### src/sv/scta_pkg.sv
`timescale 1ns / 1ps
package scta_pkg;

  localparam int LINE_CAPACITY = 256;
  localparam int APPEND_LIMIT  = (LINE_CAPACITY - 1 > 255) ? 255 : LINE_CAPACITY - 1;
  localparam int CODE_TOP      = 57;
  localparam int MAP_DEPTH     = CODE_TOP + 1;

  localparam logic [7:0] SC_RELEASE = 8'h80;
  localparam logic [7:0] SC_KEY     = 8'h7F;
  localparam logic [7:0] SC_LSHIFT  = 8'h2A;
  localparam logic [7:0] SC_RSHIFT  = 8'h36;
  localparam logic [7:0] SC_CTRL    = 8'h1D;
  localparam logic [7:0] SC_ALT     = 8'h38;
  localparam logic [7:0] SC_CAPS    = 8'h3A;
  localparam logic [7:0] SC_UP      = 8'h48;
  localparam logic [7:0] SC_DOWN    = 8'h50;
  localparam logic [7:0] SC_BKSP    = 8'h0E;
  localparam logic [7:0] SC_ENTER   = 8'h1C;

  localparam logic [6:0] CHAR_UNKNOWN = 7'h3F;
  localparam logic [6:0] CHAR_LOWER_C = 7'h63;

  typedef enum logic [3:0] {
    EV_NONE  = 4'd0,
    EV_CHAR  = 4'd1,
    EV_BKSP  = 4'd2,
    EV_ENTER = 4'd3,
    EV_INTR  = 4'd4,
    EV_HUP   = 4'd5,
    EV_HDOWN = 4'd6,
    EV_SUP   = 4'd7,
    EV_SDOWN = 4'd8
  } event_e;

  typedef struct packed {
    logic shift;
    logic caps;
    logic ctrl;
    logic alt;
  } mod_state_t;

  typedef struct packed {
    event_e     event_res;
    logic [6:0] char_code;
    logic [7:0] line_length;
    mod_state_t mods;
  } result_t;

  localparam logic [6:0] LOWER_MAP [MAP_DEPTH] = '{
    7'h3F, 7'h3F, 7'h31, 7'h32, 7'h33, 7'h34, 7'h35, 7'h36, 7'h37, 7'h38,
    7'h39, 7'h30, 7'h2D, 7'h3D, 7'h3F, 7'h3F, 7'h71, 7'h77, 7'h65, 7'h72,
    7'h74, 7'h79, 7'h75, 7'h69, 7'h6F, 7'h70, 7'h5B, 7'h5D, 7'h3F, 7'h3F,
    7'h61, 7'h73, 7'h64, 7'h66, 7'h67, 7'h68, 7'h6A, 7'h6B, 7'h6C, 7'h3B,
    7'h27, 7'h60, 7'h3F, 7'h5C, 7'h7A, 7'h78, 7'h63, 7'h76, 7'h62, 7'h6E,
    7'h6D, 7'h2C, 7'h2E, 7'h2F, 7'h3F, 7'h3F, 7'h3F, 7'h20
  };

  localparam logic [6:0] UPPER_MAP [MAP_DEPTH] = '{
    7'h3F, 7'h3F, 7'h21, 7'h40, 7'h23, 7'h24, 7'h25, 7'h5E, 7'h26, 7'h2A,
    7'h28, 7'h29, 7'h5F, 7'h2B, 7'h3F, 7'h3F, 7'h51, 7'h57, 7'h45, 7'h52,
    7'h54, 7'h59, 7'h55, 7'h49, 7'h4F, 7'h50, 7'h7B, 7'h7D, 7'h3F, 7'h3F,
    7'h41, 7'h53, 7'h44, 7'h46, 7'h47, 7'h48, 7'h4A, 7'h4B, 7'h4C, 7'h3A,
    7'h22, 7'h7E, 7'h3F, 7'h7C, 7'h5A, 7'h58, 7'h43, 7'h56, 7'h42, 7'h4E,
    7'h4D, 7'h3C, 7'h3E, 7'h3F, 7'h3F, 7'h3F, 7'h3F, 7'h20
  };

  function automatic logic [6:0] lookup_char(input logic [5:0] idx, input logic upper);
    logic [6:0] ch;
    if (idx > 6'(CODE_TOP)) begin
      ch = CHAR_UNKNOWN;
    end else if (upper) begin
      ch = UPPER_MAP[idx];
    end else begin
      ch = LOWER_MAP[idx];
    end
    return ch;
  endfunction

endpackage

### src/sv/scta_if.sv
`timescale 1ns / 1ps
interface scta_scan_if;
  logic       valid;
  logic       ready;
  logic [7:0] scan_code;

  modport source (output valid, output scan_code, input ready);
  modport sink   (input valid, input scan_code, output ready);
endinterface

interface scta_res_if;
  logic                valid;
  logic                ready;
  scta_pkg::event_e    event_res;
  logic [6:0]          char_code;
  logic [7:0]          line_length;
  logic                shift_state;
  logic                caps_state;
  logic                ctrl_state;
  logic                alt_state;

  modport source (
    output valid, output event_res, output char_code, output line_length,
    output shift_state, output caps_state, output ctrl_state, output alt_state,
    input ready
  );
  modport sink (
    input valid, input event_res, input char_code, input line_length,
    input shift_state, input caps_state, input ctrl_state, input alt_state,
    output ready
  );
endinterface

### src/sv/scta_decode.sv
`timescale 1ns / 1ps
module scta_decode (
  input  logic [7:0]           scan_code_i,
  input  scta_pkg::mod_state_t mods_i,
  input  logic [7:0]           count_i,
  output scta_pkg::result_t    res_o
);
  import scta_pkg::*;

  logic [7:0] key;
  logic [6:0] letter;

  assign key    = scan_code_i & SC_KEY;
  assign letter = lookup_char(scan_code_i[5:0], mods_i.shift ^ mods_i.caps);

  always_comb begin
    res_o.event_res   = EV_NONE;
    res_o.char_code   = '0;
    res_o.line_length = count_i;
    res_o.mods        = mods_i;
    if ((scan_code_i & SC_RELEASE) != '0) begin
      if (key inside {SC_LSHIFT, SC_RSHIFT}) begin
        res_o.mods.shift = 1'b0;
      end else if (key == SC_CTRL) begin
        res_o.mods.ctrl = 1'b0;
      end else if (key == SC_ALT) begin
        res_o.mods.alt = 1'b0;
      end
    end else if (scan_code_i inside {SC_LSHIFT, SC_RSHIFT}) begin
      res_o.mods.shift = 1'b1;
    end else if (scan_code_i == SC_CTRL) begin
      res_o.mods.ctrl = 1'b1;
    end else if (scan_code_i == SC_ALT) begin
      res_o.mods.alt = 1'b1;
    end else if (scan_code_i == SC_CAPS) begin
      res_o.mods.caps = ~mods_i.caps;
    end else if (scan_code_i == SC_UP) begin
      res_o.event_res = mods_i.shift ? EV_SUP : EV_HUP;
    end else if (scan_code_i == SC_DOWN) begin
      res_o.event_res = mods_i.shift ? EV_SDOWN : EV_HDOWN;
    end else if (scan_code_i <= 8'(CODE_TOP)) begin
      if (mods_i.ctrl && letter == CHAR_LOWER_C) begin
        res_o.event_res   = EV_INTR;
        res_o.line_length = '0;
      end else if (scan_code_i == SC_BKSP) begin
        if (count_i != '0) begin
          res_o.event_res   = EV_BKSP;
          res_o.line_length = count_i - 8'd1;
        end
      end else if (scan_code_i == SC_ENTER) begin
        res_o.event_res   = EV_ENTER;
        res_o.line_length = '0;
      end else if (count_i < 8'(APPEND_LIMIT)) begin
        res_o.event_res   = EV_CHAR;
        res_o.char_code   = letter;
        res_o.line_length = count_i + 8'd1;
      end
    end
  end

endmodule

### src/sv/scan_code_to_ascii_line_editor.sv
`timescale 1ns / 1ps
// Channel   Dir  Modport  Payload
// scan_i    in   sink     scan_code[7:0]
// res_o     out  source   event_res, char_code, line_length, shift/caps/ctrl/alt state
//
// One scan code per cycle while scan_i.ready is high; each result is registered.
// The decode and table lookup sit between the key state and the result register.
// A skid register behind the result register keeps scan_i.ready registered,
// so a stalled result costs no input cycle until both stages are full.
// Reset clears key state, line count and both valid flags.
module scan_code_to_ascii_line_editor (
  input logic          clk_i,
  input logic          rst_ni,
  scta_scan_if.sink    scan_i,
  scta_res_if.source   res_o
);
  import scta_pkg::*;

  mod_state_t mods_q;
  logic [7:0] count_q;
  result_t    res_d;
  result_t    out_q;
  result_t    skid_q;
  logic       out_v_q;
  logic       skid_v_q;
  logic       in_fire;
  logic       out_free;

  scta_decode u_decode (
    .scan_code_i (scan_i.scan_code),
    .mods_i      (mods_q),
    .count_i     (count_q),
    .res_o       (res_d)
  );

  assign scan_i.ready = ~skid_v_q;
  assign in_fire      = scan_i.valid & ~skid_v_q;
  assign out_free     = ~out_v_q | res_o.ready;

  always_ff @(posedge clk_i or negedge rst_ni) begin
    if (!rst_ni) begin
      mods_q   <= '0;
      count_q  <= '0;
      out_v_q  <= 1'b0;
      skid_v_q <= 1'b0;
    end else begin
      if (in_fire) begin
        mods_q  <= res_d.mods;
        count_q <= res_d.line_length;
      end
      if (out_free) begin
        out_v_q  <= skid_v_q | in_fire;
        skid_v_q <= 1'b0;
      end else if (in_fire) begin
        skid_v_q <= 1'b1;
      end
    end
  end

  always_ff @(posedge clk_i) begin
    if (out_free) begin
      out_q <= skid_v_q ? skid_q : res_d;
    end else if (in_fire) begin
      skid_q <= res_d;
    end
  end

  assign res_o.valid       = out_v_q;
  assign res_o.event_res   = out_q.event_res;
  assign res_o.char_code   = out_q.char_code;
  assign res_o.line_length = out_q.line_length;
  assign res_o.shift_state = out_q.mods.shift;
  assign res_o.caps_state  = out_q.mods.caps;
  assign res_o.ctrl_state  = out_q.mods.ctrl;
  assign res_o.alt_state   = out_q.mods.alt;

endmodule

### src/flat_wrapper.sv
// flat-port wrapper written by rule: the top's interface ports become plain ports
module scan_code_to_ascii_line_editor_flat import scta_pkg::*;
  (clk_i, rst_ni, scan_i_valid, scan_i_scan_code, scan_i_ready, res_o_valid, res_o_event_res, res_o_char_code, res_o_line_length, res_o_shift_state, res_o_caps_state, res_o_ctrl_state, res_o_alt_state, res_o_ready);
  scta_scan_if scan_i_i ();
  scta_res_if res_o_i ();
  input logic clk_i;
  input logic rst_ni;
  input wire logic [$bits(scan_i_i.valid)-1:0] scan_i_valid;
  input wire logic [$bits(scan_i_i.scan_code)-1:0] scan_i_scan_code;
  output wire logic [$bits(scan_i_i.ready)-1:0] scan_i_ready;
  output wire logic [$bits(res_o_i.valid)-1:0] res_o_valid;
  output wire logic [$bits(res_o_i.event_res)-1:0] res_o_event_res;
  output wire logic [$bits(res_o_i.char_code)-1:0] res_o_char_code;
  output wire logic [$bits(res_o_i.line_length)-1:0] res_o_line_length;
  output wire logic [$bits(res_o_i.shift_state)-1:0] res_o_shift_state;
  output wire logic [$bits(res_o_i.caps_state)-1:0] res_o_caps_state;
  output wire logic [$bits(res_o_i.ctrl_state)-1:0] res_o_ctrl_state;
  output wire logic [$bits(res_o_i.alt_state)-1:0] res_o_alt_state;
  input wire logic [$bits(res_o_i.ready)-1:0] res_o_ready;
  assign scan_i_i.valid = scan_i_valid;
  assign scan_i_i.scan_code = scan_i_scan_code;
  assign scan_i_ready = scan_i_i.ready;
  assign res_o_valid = res_o_i.valid;
  assign res_o_event_res = res_o_i.event_res;
  assign res_o_char_code = res_o_i.char_code;
  assign res_o_line_length = res_o_i.line_length;
  assign res_o_shift_state = res_o_i.shift_state;
  assign res_o_caps_state = res_o_i.caps_state;
  assign res_o_ctrl_state = res_o_i.ctrl_state;
  assign res_o_alt_state = res_o_i.alt_state;
  assign res_o_i.ready = res_o_ready;
  scan_code_to_ascii_line_editor u_core (.clk_i(clk_i), .rst_ni(rst_ni), .scan_i(scan_i_i), .res_o(res_o_i));
endmodule
### config.mk
export PLATFORM = sky130hd
export DESIGN_NAME = scan_code_to_ascii_line_editor_flat
export DESIGN_NICKNAME = d
export VERILOG_FILES = /design/src/sv/scta_pkg.sv /design/src/sv/scta_if.sv /design/src/sv/scta_decode.sv /design/src/sv/scan_code_to_ascii_line_editor.sv /design/src/flat_wrapper.sv
export SDC_FILE = /design/constraint.sdc
export NUM_CORES = 1
export LEC_CHECK = 0
export BUFFER_PORTS_ARGS = -buffer_cell sky130_fd_sc_hd__buf_2
export CORE_MARGIN = 3
export CORE_UTILIZATION = 57
export CTS_CLUSTER_SIZE = 10
export DETAILED_ROUTE_END_ITERATION = 10
export GPL_TIMING_DRIVEN = 0
export PLACE_DENSITY = 0.76
export SYNTH_ARGS = -nofsm -noshare
export SYNTH_HDL_FRONTEND = slang
export SYNTH_SLANG_ARGS = --single-unit
### constraint.sdc
create_clock -name clk_i -period 2.8 [get_ports clk_i]
set_clock_uncertainty 0.05 [all_clocks]
set_input_delay 0.28 -clock clk_i [delete_from_list [all_inputs] [get_ports clk_i]]
set_output_delay 0.28 -clock clk_i [all_outputs]
set_load 0.01 [all_outputs]
==> flow_summary.ini, run 1 <==
[setup_path]
r2r_cells = 9
crit_fanout = 8
crit_path_cell_trace = buf_6 > buf_8 > inv_6 > ha_4 > buf_6 > or3b_1 > a32oi_2 > a21bo_2 > and4bb_2 > nand4b_4 > o21ai_4 > buf_6 > o41ai_2
cpPeakStageDelay_ps = 370
crit_type = input pin to register
r2r_start = u_core.mods_q[2]$_DFFE_PN0P_
critPathLaunch = scan_i_scan_code[0]
cp.required_ps = 2800
arrival_ps = 2850
crit_top_cell = buf_6
crit_slowest_cell = o21ai_4
worstReg2RegEnd = u_core.res_o.char_code[5]$_DFFE_PN_
ff2ff_setup_slack_ps = -10
startpoint_type = input pin
crit_path_end_kind = register
setup.worst_path.end = u_core.res_o.char_code[5]$_DFFE_PN_

[finish]
fillCellCount = 535
mostFrequentLayoutCells = nand2_1 (51), edfxtp_1 (46), buf_2 (41)
drive_above_1_share_pct = 27.6
syn2layout_area_growth_pct = 21.8
layout_commonest_cell = nand2_1
regArea_sq_um = 1730
multi_input_area_sq_um = 2770
antenna_cells = 0
post-route-cell-area_sq_um = 5530
fin_nets = 579

[synth]
synth_cells = 487
synthArstFlopShare_pct = 23.3
synth.ff_latch_count = 60
synth_warnings = 0
ys_top_cells_by_area = edfxtp_1 (30%), dfrtp_1 (7.7%), nand2_1 (4.3%)
synth_edf_count = 46
netlist-cell-type-count = 80
syn_area_per_cell_sq_um = 9.33
synth_top_cell_by_area = edfxtp_1
ys_seq_area_share_pct = 38.1
netlist_area_sq_um = 4540
syn_nets = 514
synthFlopType = edfxtp_1
synth_top_area_share_pct = 30.4

[placement]
dpl_worst_slack_ps = -819
io_buffers = 34
hpwl_mm = 9.92
dpl_cell_area_sq_um = 4890
gp_congestion = 0.979

[die]
fp.dieW_um = 95.3
start_util_pct = 60.7
design.core.area_sq_um = 7490
chipHeight_um = 95.3
io_pins = 37
die_area_sq_um = 9080
row_count = 31

[timing]
fin_ws_ps = -42.8
maxSlewViolCount = 0
worst_slew_pin_slew_ps = 1210
fin_crit_sh_pct = 102
slew_headroom_pct = 19.1
fin_crit_ps = 2840
hold_viol = 0
clock.fmax_mhz = 352
hold_ws_ps = 143
grt_setup_unrepaired = yes
setup_viol = 11

[global_routing]
grt_pass1_wl_mm = 22.5
antenna_found_initial = 0
grt_pass1_vias = 4050
overflow = 0
grtUsageTotal_pct = 32.6
grt_max_degree = 27

[power_and_ir_drop]
power_leakage_nw = 2.19
power_density_nw_per_um2 = 533
vdd_ir_drop_max_mv = 0.262
power_mw = 2.95

[clock_tree]
cts_tree = built
cts_max_level = 3
cts_buffers = 9
root_buffer = clkbuf_8
numClockSinks = 60
clk_latency_ps = 340
clockBufferDepth = 2
path_clk_slew_ps = 70

[route]
first_iter_violations = 552
ant_nets = 0
vias_per_cell = 6.85
dr.pass1.iters = 7
detail_route.wl_per_cell_um = 22.3
num_vias = 4496
drc = 0
wl_mm = 14.6

[flow_run]
cap_violations = 0

[worst_hold_path]
min_path_type = input pin to register

[status]
status = finished with violations
violations = setup timing
-- cells in the mapped netlist, drive strengths merged, types with 5 or more instances --
library cell and n:
mux2 11, and2 6, a31oi 12, and3 7
o22ai 6, nor3 13, ha 15, a21oi 21
o211ai 5, nor2b 11, mux2i 8, o21ai 31
clkbuf 15, dfrtp 14, nand2 52, buf 26
inv 14, nor2 40, nand2b 14, a211oi 5
nand3 11, o31ai 8, nand4 8, edfxtp 46
-- per-stage QoR --
step,util [%],std cells,setup TNS (ps)
2_1_floorplan,-,487,0
3_3_place_gp,65.0,620,-34740
3_5_place_dp,65.4,621,-24350
4_1_cts,71.4,648,-21.8
5_1_grt,73.9,656,-308
6_report,73.9,656,-230
-- where the power goes --
part	switching, mW	internal (mW)	total (mW)	leakage (nW)
Sequential	0.0677	1.10	1.17	0.612
Combinational	0.681	0.433	1.11	1.50
Clock	0.352	0.314	0.665	0.0763
-- cell families after synthesis --
family | count (synthesis) | share of synthesized area [%]
adder cells (fa/ha/maj) | 15 | 4.13
buffers and inverters | 55 | 6.20
multiplexers | 22 | 5.98
AO/OA/AOI/OAI | 134 | 21.4
flip-flops | 60 | 38.1
AND/OR/NAND/NOR | 195 | 22.9
XOR/XNOR | 6 | 1.32
-- routing by layer --
layer	part of all wire, %	wire length, um	GRT usage (%)
met2	45	6520	49.4
met5	0	0	0
met3	11	1670	5.37
met1	40	5900	46.9
met4	3.5	517	11.8
-- critical path, delay by kind of cell --
kind,cells,cell delay (ps)
AO/OA/AOI/OAI,4,950
adder cells (fa/ha/maj),1,120
buffers and inverters,5,580
AND/OR/NAND/NOR,3,880
-- cell type report --
type,instances,area share [%]
multi-input cells,372,50.0
flip-flops and latches,60,31.4
repair buffers,56,7.44
plain buffers,39,4.84
clock buffers,9,2.24
well taps,99,2.24
inverters,14,1.11
clock inverters,7,0.792
-- how the worst min path moves through the flow --
| stage | end | start | cells after the start | slack (ps) |
|---|---|---|---|---|
| 4_1_cts | u_core.res_o.valid$_DFFE_PN0N_ | scan_i_valid | 3 | 150 |
| 2_1_floorplan | u_core.count_q[0]$_DFFE_PN0P_ | rst_ni | 0 | -70 |
| 3_5_place_dp | u_core.count_q[4]$_DFFE_PN0P_ | rst_ni | 1 | 160 |
| 3_3_place_gp | u_core.count_q[4]$_DFFE_PN0P_ | rst_ni | 1 | 150 |
| 6_report | u_core.res_o.valid$_DFFE_PN0N_ | scan_i_valid | 3 | 140 |
| 5_1_grt | u_core.res_o.valid$_DFFE_PN0N_ | scan_i_valid | 3 | 160 |
-- state kept, by name, indices dropped and copies added (netlist names) --
name                      cells
u_core.res_o.event_res        4
u_core.res_o.valid            1
u_core.res_o.char_code        7
u_core.skid_v_q               1
u_core.mods_q                 4
u_core.res_o.alt_state        1
u_core.count_q                8
u_core.res_o.caps_state       1
u_core.res_o.ctrl_state       1
u_core.skid_q                23
u_core.res_o.shift_state      1
u_core.res_o.line_length      8
-- repair_timing --
| item | CTS | global route |
|---|---|---|
| pin swaps | 8 | 12 |
| endpoints found under the hold margin | 14 | 0 |
| hold buffers | 1 | 0 |
| setup buffers | 8 | 10 |
| gates resized for setup | 39 | 32 |
| setup endpoints to repair | 40 | 41 |
| cloned | 2 | 0 |
No activity file was read; power rests on OpenSTA's default activity.
==> inputs of run 2 (changes only) <==
--- a/config.mk
+++ b/config.mk
@@ -7,11 +7,12 @@
 export LEC_CHECK = 0
 export BUFFER_PORTS_ARGS = -buffer_cell sky130_fd_sc_hd__buf_2
 export CORE_MARGIN = 3
-export CORE_UTILIZATION = 57
+export CORE_UTILIZATION = 60
 export CTS_CLUSTER_SIZE = 10
 export DETAILED_ROUTE_END_ITERATION = 10
 export GPL_TIMING_DRIVEN = 0
-export PLACE_DENSITY = 0.76
+export PLACE_DENSITY = 0.8
+export REMOVE_ABC_BUFFERS = 1
 export SYNTH_ARGS = -nofsm -noshare
 export SYNTH_HDL_FRONTEND = slang
 export SYNTH_SLANG_ARGS = --single-unit
==> run 2 against run 1 <==
  * The run now ends clean
  * Highest routed layer unchanged
  * Register-to-register slack better by 110 ps
  * Clock power rose by 35%
  * Via count decreased by 8.5%
  * Largest power group unchanged
  * Design area is 6.0% lower
  * Critical endpoint is now u_core.res_o.line_length[3]$_DFFE_PN_
==> flow_summary.ini, run 2 (synthesis gave the netlist of run 1 again) <==
[clock_tree]
clockBufferDepth = 2
path_clk_slew_ps = 70
root_buffer = clkbuf_8
cts_tree = built
cts_buffers = 9
clk_latency_ps = 350
cts_max_level = 3
numClockSinks = 60

[timing]
fin_ws_ps = 95.2
slew_headroom_pct = 14.2
maxSlewViolCount = 0
fin_setup_tns_ps = 0
hold_viol = 0
fin_crit_sh_pct = 96.6
hold_ws_ps = 161
setup_viol = 0
worst_slew_pin_slew_ps = 1290
clock.fmax_mhz = 370
fin_crit_ps = 2700

[die]
chipHeight_um = 93.0
io_pins = 37
row_count = 31
die_area_sq_um = 8650
start_util_pct = 62.3
design.core.area_sq_um = 7290
fp.dieW_um = 93.0

[finish]
largest_reg_flops = 23
fillCellCount = 574
syn2layout_area_growth_pct = 14.4
final_cells = 617
antenna_cells = 0
layout_commonest_cell = nand2_1
fin_nets = 540
drive_above_1_share_pct = 23.0
post-route-cell-area_sq_um = 5200
regMostFlops = u_core.skid_q
mostFrequentLayoutCells = nand2_1 (51), edfxtp_1 (46), nor2_1 (39)
final_util_pct = 71.3

[placement]
dpl_cell_area_sq_um = 4650
gp_congestion = 0.969
dpl_worst_slack_ps = -1560
io_buffers = 36
hpwl_mm = 7.68
dp.cells = 582

[route]
wl_mm = 12.2
num_vias = 4115
first_iter_violations = 455
detail_route.wl_per_cell_um = 19.7
drc = 0
vias_per_cell = 6.67
dr.pass1.iters = 5
ant_nets = 0

[setup_path]
r2r_start = u_core.mods_q[3]$_DFFE_PN0P_
arrival_ps = 2730
crit_type = register to register
setup.worst_path.end = u_core.res_o.line_length[3]$_DFFE_PN_
startpoint_type = register
cp.required_ps = 2830
r2r_cells = 9
crit_path_end_kind = register
ff2ff_setup_slack_ps = 100
crit_fanout = 10
worstReg2RegEnd = u_core.res_o.line_length[3]$_DFFE_PN_
critPathLaunch = u_core.mods_q[3]$_DFFE_PN0P_

[global_routing]
overflow = 0
grt_pass1_wl_mm = 19.7
grt_max_degree = 66
grt_pass1_vias = 3863
grtUsageTotal_pct = 29.0
antenna_found_initial = 0

[flow_run]
cap_violations = 0

[status]
status = completed

[power_and_ir_drop]
power_mw = 3.03
power_leakage_nw = 2.01
power_density_nw_per_um2 = 583
vdd_ir_drop_max_mv = 0.251

[worst_hold_path]
min_path_type = input pin to register
## run 2: area by class of cell
class                   count  area (sq um)  area share, %
multi-input cells         372          2660           51.1
flip-flops and latches     60          1740           33.4
repair buffers             56           389           7.49
clock buffers              12           155           2.99
well taps                  99           124           2.38
clock inverters             4          72.6           1.40
inverters                  14          63.8           1.23
## run 2: how the worst min path moves through the flow
stage,endpoint,start,depth (start not counted)
after floorplan,u_core.count_q[0]$_DFFE_PN0P_,rst_ni,0
after global placement,u_core.count_q[0]$_DFFE_PN0P_,rst_ni,1
final,u_core.res_o.valid$_DFFE_PN0N_,scan_i_valid,3
after detailed placement,u_core.count_q[3]$_DFFE_PN0P_,rst_ni,1
after CTS,u_core.res_o.valid$_DFFE_PN0N_,scan_i_valid,3
after global routing,u_core.res_o.valid$_DFFE_PN0N_,scan_i_valid,3
## run 2: metal layers
layer  global-route usage, %  vias up  wire [um]
li1                        -     1884          -
met1                    40.1     1976       5210
met2                    45.2      214       5630
met3                    4.83       41        942
met4                    12.5        0        398
met5                       0        -          0
## run 2: worst max-delay path, stage by stage, from the launching register on
cell	delay (ps)
dfrtp_2	480
buf_4	180
xnor2_2	200
a2111oi_2	300
nor3_2	140
a2111oi_4	400
nand4b_4	180
buf_12	190
o21ai_1	220
o21ai_0	100
## run 2: power by group
part	internal (mW)	switching [mW]	total, mW
clock	0.548	0.350	0.898
combinational	0.382	0.537	0.918
sequential	1.10	0.114	1.21
## run 2: repair_timing
| action | in CTS | in global routing |
|---|---|---|
| setup endpoints to repair | 63 | 33 |
| endpoints found under the hold margin | 14 | 0 |
| hold buffers | 1 | 0 |
| gates cloned | 0 | 0 |
| buffers inserted | 10 | 8 |
| pin swaps | 5 | 1 |
| resized for setup | 20 | 16 |
